--- src/rtl/shadow_call_stack_tracker_core_defines.svh ---
// ----------------------------------------------------------------------------
// shadow_call_stack_tracker_core_defines
// Assertion helpers for the shadow call stack tracker core.
// ----------------------------------------------------------------------------
`ifndef SHADOW_CALL_STACK_TRACKER_CORE_DEFINES_SVH
`define SHADOW_CALL_STACK_TRACKER_CORE_DEFINES_SVH

`ifndef SYNTHESIS

// Concurrent check, clocked on the rising edge and disabled during reset.
`define SCST_ASSERT(lbl, clk, rstn, prop) \
  lbl: assert property (@(posedge clk) disable iff (!rstn) (prop)) \
    else $error("scst assertion failed");

// Same check, but also evaluated while reset is asserted.
`define SCST_ASSERT_ALWAYS(lbl, clk, prop) \
  lbl: assert property (@(posedge clk) (prop)) \
    else $error("scst assertion failed");

`else

`define SCST_ASSERT(lbl, clk, rstn, prop)
`define SCST_ASSERT_ALWAYS(lbl, clk, prop)

`endif

`endif

--- src/rtl/scst_pkg.sv ---
// ----------------------------------------------------------------------------
// scst_pkg
// Shared types and constants of the shadow call stack tracker.
// ----------------------------------------------------------------------------
`default_nettype none

package scst_pkg;

  localparam int unsigned STACK_DEPTH = 32;
  localparam int unsigned ADDR_W      = 64;
  localparam int unsigned DEPTH_W     = 6;

  typedef enum logic [2:0] {
    KIND_ENTER  = 3'd0,
    KIND_UNWIND = 3'd1,
    KIND_RETURN = 3'd2,
    KIND_UNDER  = 3'd3,
    KIND_OVER   = 3'd4
  } kind_e;

  typedef enum logic [2:0] {
    ST_IDLE  = 3'b001,
    ST_CHECK = 3'b010,
    ST_FINAL = 3'b100
  } state_e;

  // One saved frame: stack pointer at the call and the called routine.
  typedef struct packed {
    logic [ADDR_W-1:0] sp;
    logic [ADDR_W-1:0] routine;
  } frame_t;

endpackage

`default_nettype wire

--- src/rtl/scst_frame_ram.sv ---
// ----------------------------------------------------------------------------
// scst_frame_ram
// Single-write, single-read frame store with a registered read port.
// ----------------------------------------------------------------------------
`default_nettype none

module scst_frame_ram #(
  parameter int unsigned Depth = scst_pkg::STACK_DEPTH,
  parameter int unsigned AddrW = $clog2(Depth)
) (
  input  wire logic                clk_i,
  input  wire logic                we_i,
  input  wire logic [AddrW-1:0]    waddr_i,
  input  wire scst_pkg::frame_t    wdata_i,
  input  wire logic                re_i,
  input  wire logic [AddrW-1:0]    raddr_i,
  output      scst_pkg::frame_t    rdata_o
);

  scst_pkg::frame_t mem_q [Depth];
  scst_pkg::frame_t rdata_q;

  always_ff @(posedge clk_i) begin
    if (we_i) begin
      mem_q[waddr_i] <= wdata_i;
    end
  end

  always_ff @(posedge clk_i) begin
    if (re_i) begin
      rdata_q <= mem_q[raddr_i];
    end
  end

  assign rdata_o = rdata_q;

endmodule

`default_nettype wire

--- config.mk ---
export PLATFORM = sky130hd
export DESIGN_NAME = scst_frame_ram
export DESIGN_NICKNAME = d
export VERILOG_FILES = /design/src/rtl/shadow_call_stack_tracker_core_defines.svh /design/src/rtl/scst_pkg.sv /design/src/rtl/scst_frame_ram.sv
export SDC_FILE = /design/constraint.sdc
export NUM_CORES = 2
export LEC_CHECK = 0
export BUFFER_PORTS_ARGS = -buffer_cell sky130_fd_sc_hd__buf_2
export CORE_MARGIN = 4
export CORE_UTILIZATION = 59
export CTS_BUF_LIST = sky130_fd_sc_hd__clkbuf_4
export CTS_CLUSTER_DIAMETER = 30
export DETAILED_ROUTE_END_ITERATION = 8
export HOLD_SLACK_MARGIN = 0.08
export PLACE_DENSITY_LB_ADDON = 0.15
export SYNTH_ARGS = -nofsm -noshare
export SYNTH_HDL_FRONTEND = slang
export SYNTH_SLANG_ARGS = --single-unit
--- constraint.sdc ---
create_clock -name clk_i -period 8 [get_ports clk_i]
set_input_delay 2 -clock clk_i [delete_from_list [all_inputs] [get_ports clk_i]]
set_output_delay 2 -clock clk_i [all_outputs]
set_load 0.01 [all_outputs]
# ---- After elaboration in Yosys (flattened, before gate mapping)
# Memory sizes are Yosys's and may differ from the RTL's. A register that Yosys moved wholly into a read port is not among the register bits.
# Cells that the tools add are included.
dict set report totals {
  mem_bits_ro 0
  latch_bits 0
  ramBits 4096
  ff_bits 0
  memories 1
}
# name words word_bits read_ports rd_clocked_by_memory_dff write_ports line_no
set mem_list {}
lappend mem_list {mem_q 32 128 1 1 1 scst_frame_ram.sv:20} ;# scst_pkg::frame_t mem_q [Depth];
dict set report op_classes {
  div 0
  n_reduce_logical 0
  n_addsub 0
  n_eq_ne 0
  mul 0
  n_shift 0
  bitwise 0
  muxes 2
  magnitude_cmp 0
}
# cell count
set op_table {}
lappend op_table {{$mux W1} 2}

# ---- Logic depth before layout (Yosys ltp)
dict set report depth {
  depth_word 2
  ltp_mapped 9
  mapped_depth_nobuf 4
}

# ---- Worst setup path after synthesis
# OpenSTA, ideal clock, no wires.
dict set report synth_path {
  kind {input -> register}
  start {in waddr_i[1]}
  end {mem mem_q[12][0] (netlist bit) (enable)}
  path_slack_ns -0.598
  setup_ns 0.617
  t_arrival_ns 7.981
  stages 3
  cell_sequence {or3b_2 -> clkbuf_1 -> nor2_1}
}
# item line_no
set synth_rtl {}
lappend synth_rtl {{start, declared} scst_frame_ram.sv:13} ;# input wire logic [AddrW-1:0] waddr_i,
lappend synth_rtl {{end, declared} scst_frame_ram.sv:20}
# Straight into the memory's write port.

# ---- Worst setup path in the final report
dict set report layout_path {
  start {reg, netlist name rdata_o[83]}
  end {out rdata_o[83] (netlist bit)}
}
# item line_no
set layout_rtl {}
lappend layout_rtl {{end, declared} scst_frame_ram.sv:17} ;# output scst_pkg::frame_t rdata_o
# No word-level cell between the ends.

==> impl_metrics.env <==
export IMPL_ir_worst_vdd_mv=0.1980
export IMPL_portBuffers=268
export IMPL_die_area_sq_mm=0.2736
export IMPL_coreArea_sq_mm=0.2632
export IMPL_critPathMaxFanout=1
export IMPL_yosys_area_top_type="edfxtp_1"
export IMPL_cts_resized_gates=0
export IMPL_syn_nets=6581
export IMPL_fill_cells=17010
export IMPL_initial_utilization=0.5946
export IMPL_gr_total_overflow=0
export IMPL_ys_flop_type="edfxtp_1"
export IMPL_combPwrFrac=0.042
export IMPL_drive_above_1_share=0.3662
export IMPL_yosysSeqAreaShare=0.8104
export IMPL_max_freq_ghz=0.2288
export IMPL_end_kind="output pin"
export IMPL_vias=77060
export IMPL_regArea_sq_mm=0.1268
export IMPL_synth_top_area_share=0.8104
export IMPL_area_growth_pct=12.04
export IMPL_place_gp_congestion=0.7477
export IMPL_synth_seq_cells=4224
export IMPL_setup_viol=0
export IMPL_max_stage_delay_ns=0.55
export IMPL_die_w_um=523.1
export IMPL_cts_setup_buffers=0
export IMPL_crit_buf_inv=1
export IMPL_synth_area_leaders="edfxtp_1, mux4_2, o22ai_1"
export IMPL_cts_hold_fix_buffers=0
export IMPL_critical_path_top_delay_family="flip-flops"
export IMPL_synth_area_per_cell_sq_um=24.30
export IMPL_cts_sinks=4224
export IMPL_p_leak_nw=55.94
export IMPL_num_rows=188
export IMPL_worstSetupPathType="flip-flop to output pin"
export IMPL_rsz0062_at_grt="false"
export IMPL_clock_latency_ns=1.64
export IMPL_wl_mm=380.0
export IMPL_tns_ns=0
export IMPL_fin_util=0.6662
export IMPL_routed_via_density=6.522
export IMPL_cp_arrival_ns=2.37
export IMPL_slew_viol_final=0
export IMPL_ys_warn_count=0
export IMPL_max_slew_margin=0.09737
export IMPL_synth_enable_flop_cells=4224
export IMPL_power_switching_mw=9.477
export IMPL_status="complete, no violations"
export IMPL_instances_no_fill=11810
export IMPL_hpwl_mm=180.0
export IMPL_cts_tree="done"
export IMPL_cap_violations=0
export IMPL_grt_max_degree=139
export IMPL_cp_depth=1
export IMPL_path_clk_slew_ns=0.06
export IMPL_rr_worst_depth=3
export IMPL_critPathLaunchType="flip-flop"
export IMPL_finalPower_mw=44.28
export IMPL_intPower_mw=34.80
export IMPL_first_pass_iters=6
export IMPL_ant_nets=0
export IMPL_hold_class="flip-flop to flip-flop"
export IMPL_p_per_area_mw_per_mm2=252.5
export IMPL_yosysMostFrequentCell="edfxtp_1"
export IMPL_netlist_instances=6440
export IMPL_grt_first_pass_wirelength_mm=553.3
export IMPL_drcViolationCount=0
export IMPL_htreeDepth=7
export IMPL_slowest_stage="edfxtp_1"
export IMPL_numPlacedInstances=10010
export IMPL_fin_crit_sh=0.5464
export IMPL_wl_per_cell_um=32.17
export IMPL_cts_root_buf="clkbuf_4"
export IMPL_cts_made_buffers=1128
export IMPL_clock_power_share=0.397
export IMPL_worst_pin_slew_ns=1.348
export IMPL_skew_ns=0.1328
export IMPL_synth_cells_most_frequent="edfxtp_1, mux4_2, o22ai_1"
export IMPL_final_hold_violation_count=0
export IMPL_grt_usage=0.2860
export IMPL_switching_share=0.2140
export IMPL_cp_cell_sequence="buf_2"
export IMPL_fin_nets=7770
export IMPL_synthArstFlopShare=0
export IMPL_die_y_um=523.1
export IMPL_antenna_found_initial=47
export IMPL_cts_buffer_depth=5
export IMPL_yosys_cell_types_count=27
export IMPL_period_minus_slack_ns=4.371
export IMPL_drt_iter0_markers=8790
export IMPL_crit_required_ns=6.00
export IMPL_io_pins=269
export IMPL_p_seq_frac=0.561
export IMPL_multi_input_area_sq_mm=0.02804
export IMPL_synth_area_sq_mm=0.1565
export IMPL_grt_pass1_vias=80610
export IMPL_worstHoldPathCells=3
-- stage by stage --
step,hold WS (ns),worst slack [ns],area (sq um)
after floorplan,0.7237,-0.5984,156500
after global placement,0.7509,2.296,162300
after detailed placement,0.7508,2.171,162300
after CTS,0.6460,3.418,175300
after global routing,0.7001,3.470,175300
final,0.7588,3.629,175400
-- layer usage --
metal,track usage,up-vias,share of wire
met4,0.1154,14,0.031
met1,0.3929,40800,0.38
met5,0,-,0.00023
met3,0.06203,754,0.090
li1,-,31180,-
met2,0.4565,4305,0.50
-- path summary, 6_finish.rpt --
kind                            startpoint                     end  slack, ns
setup / recovery     rdata_o[83]$_DFFE_PP_             rdata_o[83]       3.63
hold / removal      mem_q[23][8]$_DFFE_PP_    rdata_o[8]$_DFFE_PP_       0.76
setup reg to reg  mem_q[18][126]$_DFFE_PP_  rdata_o[126]$_DFFE_PP_       6.03
hold reg to reg     mem_q[23][8]$_DFFE_PP_    rdata_o[8]$_DFFE_PP_       0.76
-- layout make-up --
type,instances,area share
flip-flops and latches,4224,0.7233
multi-input cells,1864,0.1599
clock buffers,1539,0.06588
well taps,3515,0.02508
repair buffers,411,0.01747
clock inverters,227,0.007870
diodes,34,0.0004852
-- flip-flops by register name, summed over array words and instances (netlist names) --
name and cells:
mem_q 4096, rdata_o 128
-- power groups by stage --
stage | clock network, mW | logic, mW | registers [mW]
2_1_floorplan | 0 | 1.08 | 25.3
3_5_place_dp | 0 | 1.90 | 25.3
3_3_place_gp | 0 | 1.86 | 25.3
6_report | 17.6 | 1.88 | 24.8
5_1_grt | 19.3 | 2.01 | 24.8
4_1_cts | 18.0 | 1.90 | 24.8
-- kinds of logic (layout without fill, tap and decap cells) --
family | after synthesis | count (layout) | synth area share
buffers and inverters | 352 | 2177 | 0.01245
other | 0 | 34 | 0
DFF | 4224 | 4224 | 0.8104
muxes | 1092 | 1092 | 0.1463
and+or+nand+nor | 226 | 226 | 0.008250
AOI/OAI and AO/OA | 546 | 546 | 0.02264
-- cell usage in the layout, fill, tap and decap left out, drive strengths merged, types with 3 or more instances in the layout --
cell type / Yosys / layout
edfxtp: 4224 / 4224
clkbuf: 117 / 1539
mux4: 956 / 956
o22ai: 444 / 444
buf: 235 / 411
clkinv: 0 / 187
mux2i: 136 / 136
nor4: 111 / 111
a22oi: 102 / 102
nand3: 37 / 37
nor2: 36 / 36
diode: 0 / 34
inv: 0 / 20
bufinv: 0 / 18
nand4: 17 / 17
nand3b: 6 / 6
or3b: 4 / 4
nand2: 4 / 4
nor2b: 3 / 3
No activity file was read; power rests on OpenSTA's default activity.
